## src/hdl/assert_macros.svh

```systemverilog
// ----------------------------------------------------------------------------
// assert_macros.svh
// assertion helpers shared by the rtl, clocked on clk, quiet during reset
// ----------------------------------------------------------------------------
`ifndef ASSERT_MACROS_SVH
`define ASSERT_MACROS_SVH

// condition that must hold at every clock edge out of reset
`define ASSERT_ALWAYS(label, cond, msg) \
    label: assert property (@(posedge clk) disable iff (!rst_n) (cond)) else $error(msg);

// antecedent at one edge implies consequent at the next edge
`define ASSERT_NEXT(label, ante, cons, msg) \
    label: assert property (@(posedge clk) disable iff (!rst_n) (ante) |=> (cons)) else $error(msg);

`endif

```

## src/hdl/spq_pkg.sv

```systemverilog
// ----------------------------------------------------------------------------
// spq_pkg
// shared types and constants of the sorted priority queue
// ----------------------------------------------------------------------------
package spq_pkg;

    // sizing
    localparam int DEPTH     = 16;
    localparam int PRIO_BITS = 8;
    localparam int DATA_BITS = 32;
    localparam int IDX_BITS  = (DEPTH > 1) ? $clog2(DEPTH) : 1;
    localparam int CNT_BITS  = $clog2(DEPTH + 1);
    localparam int OCC_BITS  = 5;

    // stream widths, packed fields padded to whole bytes
    localparam int S_TDATA_BITS = ((PRIO_BITS + DATA_BITS + 7) / 8) * 8;
    localparam int M_TDATA_BITS = ((PRIO_BITS + DATA_BITS + OCC_BITS + 7) / 8) * 8;

    // operation codes
    typedef enum logic [0:0] {
        FUNC_INSERT = 1'b0,
        FUNC_REMOVE = 1'b1
    } func_t;

    // result status codes
    typedef enum logic [1:0] {
        ST_OK    = 2'd0,
        ST_FULL  = 2'd1,
        ST_EMPTY = 2'd2
    } status_t;

    // one queue slot
    typedef struct packed {
        logic [PRIO_BITS-1:0] prio;
        logic [DATA_BITS-1:0] data;
    } entry_t;

    // sequencer request to the entry store
    typedef struct packed {
        logic                we;
        logic [IDX_BITS-1:0] waddr;
        entry_t              wentry;
        logic [IDX_BITS-1:0] raddr;
    } store_req_t;

endpackage

```

## src/hdl/sorted_priority_queue.sv

```systemverilog
// ----------------------------------------------------------------------------
// sorted_priority_queue
// bounded priority queue kept in sorted order, highest priority at the head
// ----------------------------------------------------------------------------
// Usage: one operation per input transfer on the s_ group, one result per
// operation on the m_ group. s_tuser selects insert or remove; s_tdata
// carries the priority and payload of an insert. Equal priorities leave in
// arrival order. m_tuser gives the status (done, full, empty); m_tdata the
// removed priority and payload (zero otherwise) and the occupancy after.
// A rejected insert or empty remove goes straight to the done state. An
// insert reads and compares one slot at a time from the tail, moving each
// lower entry one slot towards the tail; a remove takes the head, then
// moves each later entry one slot towards the head. The compare-and-move
// sequencer walks the single read port of the store one slot at a time.
// s_tready is high only while the sequencer is idle; one operation at a time.
// Reset empties the queue at once; store contents are not cleared.
// A stalled receiver holds the result in the output register; the next
// operation is still taken and worked, and waits only to publish its result.
// ----------------------------------------------------------------------------
`include "assert_macros.svh"

module sorted_priority_queue
    import spq_pkg::*;
(
    input  logic                    clk,
    input  logic                    rst_n,
    input  logic                    s_tvalid,
    output logic                    s_tready,
    input  logic [S_TDATA_BITS-1:0] s_tdata,   // priority_req, payload
    input  logic                    s_tuser,   // func
    output logic                    m_tvalid,
    input  logic                    m_tready,
    output logic [M_TDATA_BITS-1:0] m_tdata,   // out_priority, out_payload, occupancy
    output logic [1:0]              m_tuser    // status
);

    func_t                in_func;
    logic [PRIO_BITS-1:0] in_prio;
    logic [DATA_BITS-1:0] in_data;
    status_t              res_status;
    logic [PRIO_BITS-1:0] res_prio;
    logic [DATA_BITS-1:0] res_data;
    logic [OCC_BITS-1:0]  res_occ;
    store_req_t           store_req;
    entry_t               rd_entry;
    logic                 res_zero;
    logic                 status_known;

    // unpack input transfer
    assign in_func = func_t'(s_tuser);
    assign in_prio = s_tdata[PRIO_BITS-1:0];
    assign in_data = s_tdata[PRIO_BITS+DATA_BITS-1:PRIO_BITS];

    spq_seq u_seq
    (
        .clk        (clk),
        .rst_n      (rst_n),
        .s_tvalid   (s_tvalid),
        .s_tready   (s_tready),
        .in_func    (in_func),
        .in_prio    (in_prio),
        .in_data    (in_data),
        .m_tvalid   (m_tvalid),
        .m_tready   (m_tready),
        .res_status (res_status),
        .res_prio   (res_prio),
        .res_data   (res_data),
        .res_occ    (res_occ),
        .store_req  (store_req),
        .rd_entry   (rd_entry)
    );

    spq_store u_store
    (
        .clk      (clk),
        .req      (store_req),
        .rd_entry (rd_entry)
    );

    // pack result transfer
    assign m_tdata = M_TDATA_BITS'({res_occ, res_data, res_prio});
    assign m_tuser = res_status;

    // terms for the checks
    assign res_zero     = (res_status == ST_OK) || ((res_prio == '0) && (res_data == '0));
    assign status_known = (res_status == ST_OK) || (res_status == ST_FULL) ||
                          (res_status == ST_EMPTY);

    // checks
    `ASSERT_NEXT(a_busy_after_accept, s_tvalid && s_tready, !s_tready, "ready after accept")
    `ASSERT_ALWAYS(a_zero_unless_removed, !m_tvalid || res_zero, "nonzero fields on failed op")
    `ASSERT_ALWAYS(a_occ_bounded, !m_tvalid || 32'(res_occ) <= 32'(DEPTH), "occupancy overflow")
    `ASSERT_ALWAYS(a_status_code, !m_tvalid || status_known, "bad status code")

endmodule

```

## src/hdl/spq_store.sv

```systemverilog
// ----------------------------------------------------------------------------
// spq_store
// entry memory, one write and one registered read port
// ----------------------------------------------------------------------------
module spq_store
    import spq_pkg::*;
(
    input  logic       clk,
    input  store_req_t req,
    output entry_t     rd_entry
);

    entry_t mem [DEPTH];
    entry_t rd_reg;

    // write port and registered read port
    always_ff @(posedge clk)
    begin
        if (req.we)
        begin
            mem[req.waddr] <= req.wentry;
        end
        rd_reg <= mem[req.raddr];
    end

    assign rd_entry = rd_reg;

endmodule

```

## src/hdl/spq_seq.sv

```systemverilog
// ----------------------------------------------------------------------------
// spq_seq
// sequencer walking the entry store through one compare unit
// ----------------------------------------------------------------------------
module spq_seq
    import spq_pkg::*;
(
    input  logic                 clk,
    input  logic                 rst_n,
    input  logic                 s_tvalid,
    output logic                 s_tready,
    input  func_t                in_func,
    input  logic [PRIO_BITS-1:0] in_prio,
    input  logic [DATA_BITS-1:0] in_data,
    output logic                 m_tvalid,
    input  logic                 m_tready,
    output status_t              res_status,
    output logic [PRIO_BITS-1:0] res_prio,
    output logic [DATA_BITS-1:0] res_data,
    output logic [OCC_BITS-1:0]  res_occ,
    output store_req_t           store_req,
    input  entry_t               rd_entry
);

    typedef enum logic [6:0] {
        S_IDLE     = 7'b0000001,
        S_INS_RD   = 7'b0000010,
        S_INS_CMP  = 7'b0000100,
        S_REM_HEAD = 7'b0001000,
        S_REM_RD   = 7'b0010000,
        S_REM_MV   = 7'b0100000,
        S_DONE     = 7'b1000000
    } state_t;

    state_t               state_reg,  state_next;
    logic [CNT_BITS-1:0]  idx_reg,    idx_next;
    logic [CNT_BITS-1:0]  count_reg,  count_next;
    logic                 ovalid_reg, ovalid_next;
    logic [PRIO_BITS-1:0] prio_reg,   prio_next;
    logic [DATA_BITS-1:0] data_reg,   data_next;
    status_t              pstat_reg,  pstat_next;
    logic [PRIO_BITS-1:0] pprio_reg,  pprio_next;
    logic [DATA_BITS-1:0] pdata_reg,  pdata_next;
    status_t              ostat_reg,  ostat_next;
    logic [PRIO_BITS-1:0] oprio_reg,  oprio_next;
    logic [DATA_BITS-1:0] odata_reg,  odata_next;
    logic [OCC_BITS-1:0]  oocc_reg,   oocc_next;

    logic                 accept;
    logic                 lower;
    logic [CNT_BITS-1:0]  idx_dec;
    logic [CNT_BITS-1:0]  idx_inc;

    assign s_tready = (state_reg == S_IDLE);
    assign accept   = s_tvalid && s_tready;
    assign idx_dec  = idx_reg - CNT_BITS'(1);
    assign idx_inc  = idx_reg + CNT_BITS'(1);

    // shared compare unit: held entry ranks below the new one
    assign lower = (rd_entry.prio < prio_reg);

    // sequencer
    always_comb
    begin
        state_next  = state_reg;
        idx_next    = idx_reg;
        count_next  = count_reg;
        ovalid_next = ovalid_reg;
        prio_next   = prio_reg;
        data_next   = data_reg;
        pstat_next  = pstat_reg;
        pprio_next  = pprio_reg;
        pdata_next  = pdata_reg;
        ostat_next  = ostat_reg;
        oprio_next  = oprio_reg;
        odata_next  = odata_reg;
        oocc_next   = oocc_reg;

        store_req.we            = 1'b0;
        store_req.waddr         = idx_reg[IDX_BITS-1:0];
        store_req.wentry.prio   = prio_reg;
        store_req.wentry.data   = data_reg;
        store_req.raddr         = '0;

        // output register drains on a transfer
        if (ovalid_reg && m_tready)
        begin
            ovalid_next = 1'b0;
        end

        unique case (state_reg)
            S_IDLE:
            begin
                if (accept)
                begin
                    prio_next  = in_prio;
                    data_next  = in_data;
                    pstat_next = ST_OK;
                    pprio_next = '0;
                    pdata_next = '0;
                    if (in_func == FUNC_INSERT)
                    begin
                        if (count_reg == CNT_BITS'(DEPTH))
                        begin
                            pstat_next = ST_FULL;
                            state_next = S_DONE;
                        end
                        else
                        begin
                            idx_next   = count_reg;
                            state_next = S_INS_RD;
                        end
                    end
                    else
                    begin
                        if (count_reg == '0)
                        begin
                            pstat_next = ST_EMPTY;
                            state_next = S_DONE;
                        end
                        else
                        begin
                            // fetch the head slot
                            store_req.raddr = '0;
                            state_next      = S_REM_HEAD;
                        end
                    end
                end
            end

            S_INS_RD:
            begin
                if (idx_reg == '0)
                begin
                    // new entry becomes the head
                    store_req.we = 1'b1;
                    count_next   = count_reg + CNT_BITS'(1);
                    state_next   = S_DONE;
                end
                else
                begin
                    store_req.raddr = idx_dec[IDX_BITS-1:0];
                    state_next      = S_INS_CMP;
                end
            end

            S_INS_CMP:
            begin
                store_req.we = 1'b1;
                if (lower)
                begin
                    // move the lower entry one slot towards the tail
                    store_req.wentry = rd_entry;
                    idx_next         = idx_dec;
                    state_next       = S_INS_RD;
                end
                else
                begin
                    // equal or higher entry found, place behind it
                    count_next = count_reg + CNT_BITS'(1);
                    state_next = S_DONE;
                end
            end

            S_REM_HEAD:
            begin
                pprio_next = rd_entry.prio;
                pdata_next = rd_entry.data;
                idx_next   = CNT_BITS'(1);
                state_next = S_REM_RD;
            end

            S_REM_RD:
            begin
                if (idx_reg == count_reg)
                begin
                    count_next = count_reg - CNT_BITS'(1);
                    state_next = S_DONE;
                end
                else
                begin
                    store_req.raddr = idx_reg[IDX_BITS-1:0];
                    state_next      = S_REM_MV;
                end
            end

            S_REM_MV:
            begin
                // move entry one slot towards the head
                store_req.we     = 1'b1;
                store_req.waddr  = idx_dec[IDX_BITS-1:0];
                store_req.wentry = rd_entry;
                idx_next         = idx_inc;
                state_next       = S_REM_RD;
            end

            S_DONE:
            begin
                if (!ovalid_reg || m_tready)
                begin
                    ovalid_next = 1'b1;
                    ostat_next  = pstat_reg;
                    oprio_next  = pprio_reg;
                    odata_next  = pdata_reg;
                    oocc_next   = OCC_BITS'(count_reg);
                    state_next  = S_IDLE;
                end
            end

            default:
            begin
                state_next = S_IDLE;
            end
        endcase
    end

    // control registers
    always_ff @(posedge clk or negedge rst_n)
    begin
        if (!rst_n)
        begin
            state_reg  <= S_IDLE;
            count_reg  <= '0;
            ovalid_reg <= 1'b0;
        end
        else
        begin
            state_reg  <= state_next;
            count_reg  <= count_next;
            ovalid_reg <= ovalid_next;
        end
    end

    // payload registers
    always_ff @(posedge clk)
    begin
        idx_reg   <= idx_next;
        prio_reg  <= prio_next;
        data_reg  <= data_next;
        pstat_reg <= pstat_next;
        pprio_reg <= pprio_next;
        pdata_reg <= pdata_next;
        ostat_reg <= ostat_next;
        oprio_reg <= oprio_next;
        odata_reg <= odata_next;
        oocc_reg  <= oocc_next;
    end

    assign m_tvalid   = ovalid_reg;
    assign res_status = ostat_reg;
    assign res_prio   = oprio_reg;
    assign res_data   = odata_reg;
    assign res_occ    = oocc_reg;

endmodule

```

## config.mk

```make
export PLATFORM = sky130hd
export DESIGN_NAME = sorted_priority_queue
export DESIGN_NICKNAME = d
export VERILOG_FILES = /design/src/hdl/spq_pkg.sv /design/src/hdl/sorted_priority_queue.sv /design/src/hdl/spq_store.sv /design/src/hdl/spq_seq.sv
export VERILOG_INCLUDE_DIRS = /design/src /design/src/hdl
export SDC_FILE = /design/constraint.sdc
export NUM_CORES = 1
export LEC_CHECK = 0
export ABC_CLOCK_PERIOD_IN_PS = 6100
export BUFFER_PORTS_ARGS = -buffer_cell sky130_fd_sc_hd__buf_2
export CORE_ASPECT_RATIO = 1.75
export CORE_MARGIN = 4
export CORE_UTILIZATION = 47
export DETAILED_ROUTE_END_ITERATION = 6
export MAX_ROUTING_LAYER = met4
export PLACE_DENSITY = 0.68
export SETUP_SLACK_MARGIN = 0.05
export SLEW_MARGIN = 30
export SYNTH_ARGS = -nofsm -noshare
export SYNTH_HDL_FRONTEND = slang
export SYNTH_SLANG_ARGS = --single-unit
```

## constraint.sdc

```tcl
create_clock -name clk -period 6.1 [get_ports clk]
set_clock_uncertainty 0.2 [all_clocks]
set_input_delay 0.61 -clock clk [delete_from_list [all_inputs] [get_ports clk]]
set_output_delay 0.61 -clock clk [all_outputs]
set_load 0.005 [all_outputs]
```

# --- After elaboration in Yosys (flattened, before gate mapping) ---
# Memories as Yosys holds them, arrays and structs flattened. A register that Yosys moved wholly into a read port is not among the register bits.
# Cells that the tools add are included.
totals:
  wordCells: 91
  ff_bits: 147
  output_inout_bits: 52
  in_bits: 45
  ram_bits: 640
  n_memories: 1
op_classes:
  n_lt_le_gt_ge: 1
  eq_ne: 17
  n_addsub: 4
  n_reduce_logical: 17
  n_mux: 38
mem_list:
  columns: ["memory", "depth", "width", "rd", "rd_clocked_by_memory_dff", "wr", "line", "text"]
  rows:
  - ["u_store.mem", 16, 40, 1, 1, 1, "spq_store.sv:13", "entry_t mem [DEPTH];"]
op_table:
  columns: ["cell", "n"]
  rows:
  - ["$pmux W40 S2", 1]
  - ["$pmux W32 S2", 1]
  - ["$mux W7", 8]
  - ["$pmux W7 S6", 1]
  - ["$mux W40", 1]
  - ["$mux W5", 7]
  - ["$mux W32", 1]
  - ["$pmux W5 S4", 1]
  - ["$pmux W8 S2", 1]
  - ["$pmux W5 S3", 1]
  - ["$mux W4", 3]
  - ["$add A5 B1 Y5 const B", 2]
  - ["$logic_not A5 Y1", 2]
  - ["$sub A5 B1 Y5 const B", 2]
  - ["$lt A8 B8 Y1", 1]
  - ["$mux W8", 1]
  - ["$ne A2 B1 Y1 const B", 4]
  - ["$ne A2 B2 Y1 const B", 4]
  - ["$pmux W4 S2", 1]
  - ["$reduce_and A2 Y1", 4]
  - ["$eq A7 B1 Y1 const B", 1]
  - ["$eq A7 B2 Y1 const B", 1]
  - ["$eq A7 B3 Y1 const B", 1]
  - ["$eq A7 B4 Y1 const B", 1]
  - ["other kinds (17)", 26]

# --- Longest topological paths before layout ---
logic_depth:
  word_depth: 5
  mapped_depth: 16
  depth_no_buf: 10

# --- Modules after synthesis ---
# A second synthesis with hierarchy kept.
unflattened:
  hier_cells: 1441
  area_unflattened_um2: 31416.4
modules_own_cells:
  columns: ["mod", "cells_per_inst", "seq_area_each_um2", "instances", "area_each_um2"]
  rows:
  - ["spq_store", 1040, 20019.2, 1, 25131.6]
  - ["spq_seq", 397, 4350.4, 1, 6258.5]
  - ["sorted_priority_queue", 4, 0.0, 1, 26.3]

# --- Worst setup path before layout ---
# Ideal clock, no wire load.
synth_path:
  kind: "reg2reg"
  from: "reg u_seq.idx_reg[0]"
  to: "mem u_store.mem[14][0] in the netlist's numbering, enable pin"
  path_stages_with_launch: 12
  path_slack_ps: 1554
  setup_time_ps: 437
  t_arrival_ps: 3908
  t_required_ps: 5463
  synth_period_minus_slack_ps: 4546
  n_path_buf: 4
  path_cell_list: "edfxtp_1 > clkbuf_1 > inv_1 > clkbuf_1 > clkbuf_1 > ha_1 > clkbuf_1 > nand2_1 > nor3_1 > a21o_1 > a32oi_1 > nor2_1"
synth_between:
  elab_chain_len: 5
  elab_cells_between_ends: 7
  cone_classes: "1 x add/sub; 5 x mux; 1 x reduce/logical"
synth_rtl:
  columns: ["element", "line", "text"]
  rows:
  - ["from (decl)", "spq_seq.sv:36", "logic [CNT_BITS-1:0] idx_reg, idx_next;"]
  - ["from (signal assigned)", "spq_seq.sv:237", "idx_reg <= idx_next;"]
  - ["$logic_not A5 Y1", "spq_seq.sv:133", "if (idx_reg == '0)"]
  - ["$mux W1", "spq_seq.sv:133", null]
  - ["$pmux W1 S2", "spq_seq.sv:91", "unique case (state_reg)"]
  - ["$mux W1", "spq_store.sv:19", "if (req.we)"]
  - ["$mux W1 (not written as such)", "spq_store.sv:21", "mem[req.waddr] <= req.wentry;"]
  - ["to (decl)", "spq_store.sv:13", null]
# Several ways; a longest one is shown, not always the timed one.

# --- Worst setup path after layout ---
layout_path:
  from: "reg u_seq.idx_reg[0]"
  to: "reg u_store.rd_entry[37] (netlist name)"
layout_between:
  elab_chain_len: 3
  elab_cells_between_ends: 6
  cone_classes: "1 x add/sub; 1 x eq/ne; 3 x mux; 1 x reduce/logical"
layout_rtl:
  columns: ["element", "line", "text"]
  rows:
  - ["$sub A5 B1 Y5 (tied with other cells)", "spq_seq.sv:56", "assign idx_dec = idx_reg - CNT_BITS'(1);"]
  - ["$mux W4, on equally long branches", "spq_seq.sv:133, spq_seq.sv:175", null]
  - ["$pmux W4 S2 (*)", "spq_seq.sv:91", null]
# Mark *: on every way between the ends. The rest lies on a longest branch, timed or not.
# A chain may end at the register's enable or synchronous reset.

==> reports/results.md <==
| Result | Reported | Unit |
|:---|:---|:---|
| Number of pins with negative max-slew slack in the final report | 0 | - |
| Initial standard-cell utilization of the core | 47.3 | % |
| Cell at the root of the clock tree | sky130_fd_sc_hd__clkbuf_16 | - |
| Synth Instances | 2443 | - |
| Number of global-route vias before repair | 23.2k | - |
| Summed instance area of the synthesized netlist | 34400 | sq um |
| Count of flip-flops with a built-in enable after synthesis | 774 | - |
| Largest delay contributor family on the critical path | simple AND/OR/NAND/NOR gates | - |
| Average cell area after synthesis | 14.1 | sq um |
| Setup repair after global routing missed its margin | no | - |
| Commonest cells post-synth | 774 x sky130_fd_sc_hd__edfxtp_1, 317 x sky130_fd_sc_hd__nand2_1, 243 x sky130_fd_sc_hd__a21oi_1, 152 x sky130_fd_sc_hd__mux2i_1, 108 x sky130_fd_sc_hd__clkbuf_1 | - |
| CTS tree | done | - |
| Top area cells in the synthesized netlist | sky130_fd_sc_hd__edfxtp_1 68%, sky130_fd_sc_hd__mux2i_1 4.4%, sky130_fd_sc_hd__a21oi_1 3.5% | - |
| Core region area | 72800 | sq um |
| Die H | 366 | microns |
| Design area | 39100 | sq um |
| Share of layout cells above drive strength 1 | 13.7 | % |
| WP data required | 6.41 | ns |
| Layout Area Growth over Synthesis | 13.6 | % |
| Die X | 213 | microns |
| I/O pin count | 97 | - |
| Total number of nets in the final design | 2594 | - |
| Number of unique standard cell types used by synthesis | 77 | - |
| Total length of routed wires | 97.5 | mm |
| Share of Yosys cell area claimed by the top area cell type | 67.5 | % |
| Post-detailed-route via-to-cell ratio | 6.50 | - |
| Post-DP HPWL | 53.2 | mm |
| Maximum number of pins on one net before global-route repair | 127 | - |
| Part of the Yosys area used for sequential elements | 70.8 | % |
| First-pass GRT wire length | 144 | mm |
| Pre-CTS setup slack | 1.45 | ns |
| Largest register by flop count | u_store.mem | - |
| Final Hold Violating Endpoints | 0 | - |
| Flip-flop count of the largest register after layout | 640 | - |
| Minimum period implied by the final worst setup slack | 4.74 | ns |
| Minimum setup slack in the final design | 1.36 | ns |
| Clock transition at path regs | 0.07 | ns |
| Filler Cell Count | 5831 | - |
| Antenna viol nets, final | 0 | - |
| Standard-cell rows | 131 | - |
| Number of warning messages in the yosys log | 0 | - |
| Part of the cycle the worst path needs | 77.7 | % |
| Pin slew with the least headroom to its limit | 1.02 | ns |
| DRC marker count from the first detailed-route iteration | 2485 | - |
| Number of synthesized register bits | 827 | - |
| Post-detailed-route wirelength per cell | 27.6 | microns |
| Worst Hold Class | primary input to flop | - |
| Footprint of the flip-flops and latches | 24400 | sq um |
| Multi-input gate area in the final layout | 9380 | sq um |
| Peak supply drop | 0.206 | mV |
| Aggregate negative setup slack | 0 | ns |
| Number of buffers created by CTS | 75 | - |
| Classification of the worst setup path | flop to flop | - |
| Crit path capture type | flop | - |
| Post-cts sizing count | 0 | - |
| Worst-Skew Late Latency | 0.64 | ns |
| Count of H-tree levels built during CTS | 3 | - |
| Maxcap violations | 0 | - |
| Cells along the critical path | inv_1 -> ha_1 -> or4b_1 -> nand3_4 -> inv_4 -> nand4_1 -> a32o_2 -> buf_4 -> a221oi_1 -> or4_1 | - |
| Maximum number of buffers from clock root to sink | 3 | - |
| Number of antenna violations at the first check in global routing | 1 | - |
| Pre-antenna DRT Iters | 6 | - |
| Global route overflow | 0 | - |
| Most frequent cell after synthesis | sky130_fd_sc_hd__edfxtp_1 | - |
| Placed cells | 3347 | - |
| Setup crit start kind | flop | - |
| Slowest stage delay, CP | 0.88 | ns |
| Total GRT Usage | 25.2 | % |
| Global placer's final weighted congestion | 0.924 | - |
| Total placed instance area | 36100 | sq um |
| Power density over cell area | 376 | nW/um^2 |
| Upper clock frequency limit | 211 | MHz |
| Die Outline Area | 77800 | sq um |
| Share of synthesized registers carrying an async set or reset | 1.57 | % |
| Result of the run | finished clean | - |
| Remaining DRCs | 0 | - |
| LEAKAGE | 14.0 | nW |
| Final standard cell count with taps included and fillers excluded | 3527 | - |
| Port buffer count | 93 | - |
| Via count | 22.9k | - |
| # clock sinks | 827 | - |
| Buffers & Inverters on Critical Path | 3 | - |
| CP Data Arrival Time | 5.05 | ns |
| Setup-violating endpoint count in the final report | 0 | - |
| Cell accounting for the most synthesized area | sky130_fd_sc_hd__edfxtp_1 | - |
| Cell at the slowest stage of the critical path | sky130_fd_sc_hd__a32o_2 | - |
| Critical path fanouts, max | 52 | - |
| Main synth FF type | sky130_fd_sc_hd__edfxtp_1 | - |
| Worst slew margin relative to its limit | 31.7 | % |
==> logic make-up after synthesis <==
kind of cell,synth area share [%]
flip-flops,70.8
AND/OR/NAND/NOR,7.18
buffers and inverters,2.64
multiplexers,5.67
XOR/XNOR,0.305
other,0.0109
AO/OA/AOI/OAI,12.8
adder cells (fa/ha/maj),0.567
==> worst paths after layout <==
path	start	end	slack (ns)	cells after the start
worst min-delay path	s_tuser	u_seq.state_reg[3]$_DFFE_PN0P_	0.08	2
min in group asynchronous	rst_n	u_seq.state_reg[6]$_DFFE_PN0P_	0.22	2
worst max-delay path	u_seq.idx_reg[0]$_DFFE_PP_	u_store.rd_entry[37]$_DFF_P_	1.36	10
max in group asynchronous	rst_n	u_seq.state_reg[0]$_DFFE_PN1P_	5.20	2
worst max register to register	u_seq.idx_reg[0]$_DFFE_PP_	u_store.rd_entry[37]$_DFF_P_	1.36	10
worst min register to register	u_seq.pdata_reg[25]$_SDFFCE_PN0P_	u_seq.res_data[25]$_DFFE_PP_	0.22	0
==> cell usage in the layout (no fill, tap or decap), types with 12 or more instances in the layout <==
cell type                       instances
sky130_fd_sc_hd__dlygate4sd3_1         41
sky130_fd_sc_hd__nor2_1                17
sky130_fd_sc_hd__mux2_2                37
sky130_fd_sc_hd__clkbuf_16             77
sky130_fd_sc_hd__nand2_1              315
sky130_fd_sc_hd__dfrtp_1               12
sky130_fd_sc_hd__dfxtp_1               40
sky130_fd_sc_hd__a311o_1               12
sky130_fd_sc_hd__and2_1                44
sky130_fd_sc_hd__a221o_1               26
sky130_fd_sc_hd__a221oi_1             104
sky130_fd_sc_hd__edfxtp_1             774
sky130_fd_sc_hd__o21ai_0               74
sky130_fd_sc_hd__buf_2                 93
sky130_fd_sc_hd__a31oi_1               53
sky130_fd_sc_hd__clkinv_2              12
sky130_fd_sc_hd__buf_4                 54
sky130_fd_sc_hd__nand3_1               43
sky130_fd_sc_hd__a32oi_1               13
sky130_fd_sc_hd__nor2_4                17
sky130_fd_sc_hd__a311oi_1              28
sky130_fd_sc_hd__or4_1                 27
sky130_fd_sc_hd__bufinv_16             12
sky130_fd_sc_hd__a211oi_1              28
sky130_fd_sc_hd__a21oi_1              243
sky130_fd_sc_hd__inv_1                 15
sky130_fd_sc_hd__and3_1                14
sky130_fd_sc_hd__mux2i_1              152
sky130_fd_sc_hd__ha_1                  14
sky130_fd_sc_hd__clkbuf_1              13
==> layout make-up <==
class,count,area share [%]
multi-input cells,1413,24.0
repair buffers,197,3.78
clock inverters,43,1.43
flip-flops and latches,827,62.4
well taps,931,2.98
diodes,1,0.00640
inverters,20,0.199
clock buffers,95,5.23
==> timing repair <==
action | CTS | global route
hold endpoints to repair | 53 | 0
buffers inserted | 0 | 0
hold buffers | 41 | 0
==> power breakdown <==
part	leakage (nW)	internal [W]	total (W)	switching (W)
registers	7.52	0.00698	0.00723	0.000252
logic	5.23	0.000681	0.00246	0.00178
clock network	1.27	0.00291	0.00500	0.00209
total	14.0	0.0106	0.0147	0.00412
==> through the flow <==
stage                     util (%)  total power (W)  hold WS (ns)
after global placement        49.5          0.00964         0.205
after detailed placement      49.5          0.00974         0.205
after CTS                     53.7           0.0147        0.0528
final                         53.7           0.0147        0.0766
after floorplan                  -          0.00876         0.114
after global routing          53.7           0.0152        0.0664
==> per-layer routing <==
metal / track usage [%] / vias up / wire, microns
met1: 29.2 / 11540 / 34700
met3: 3.80 / 295 / 7770
met5: - / - / 0
li1: - / 9757 / -
met4: 12.1 / 0 / 4990
met2: 42.7 / 1332 / 50000
Power figures use the tool's default switching activity.
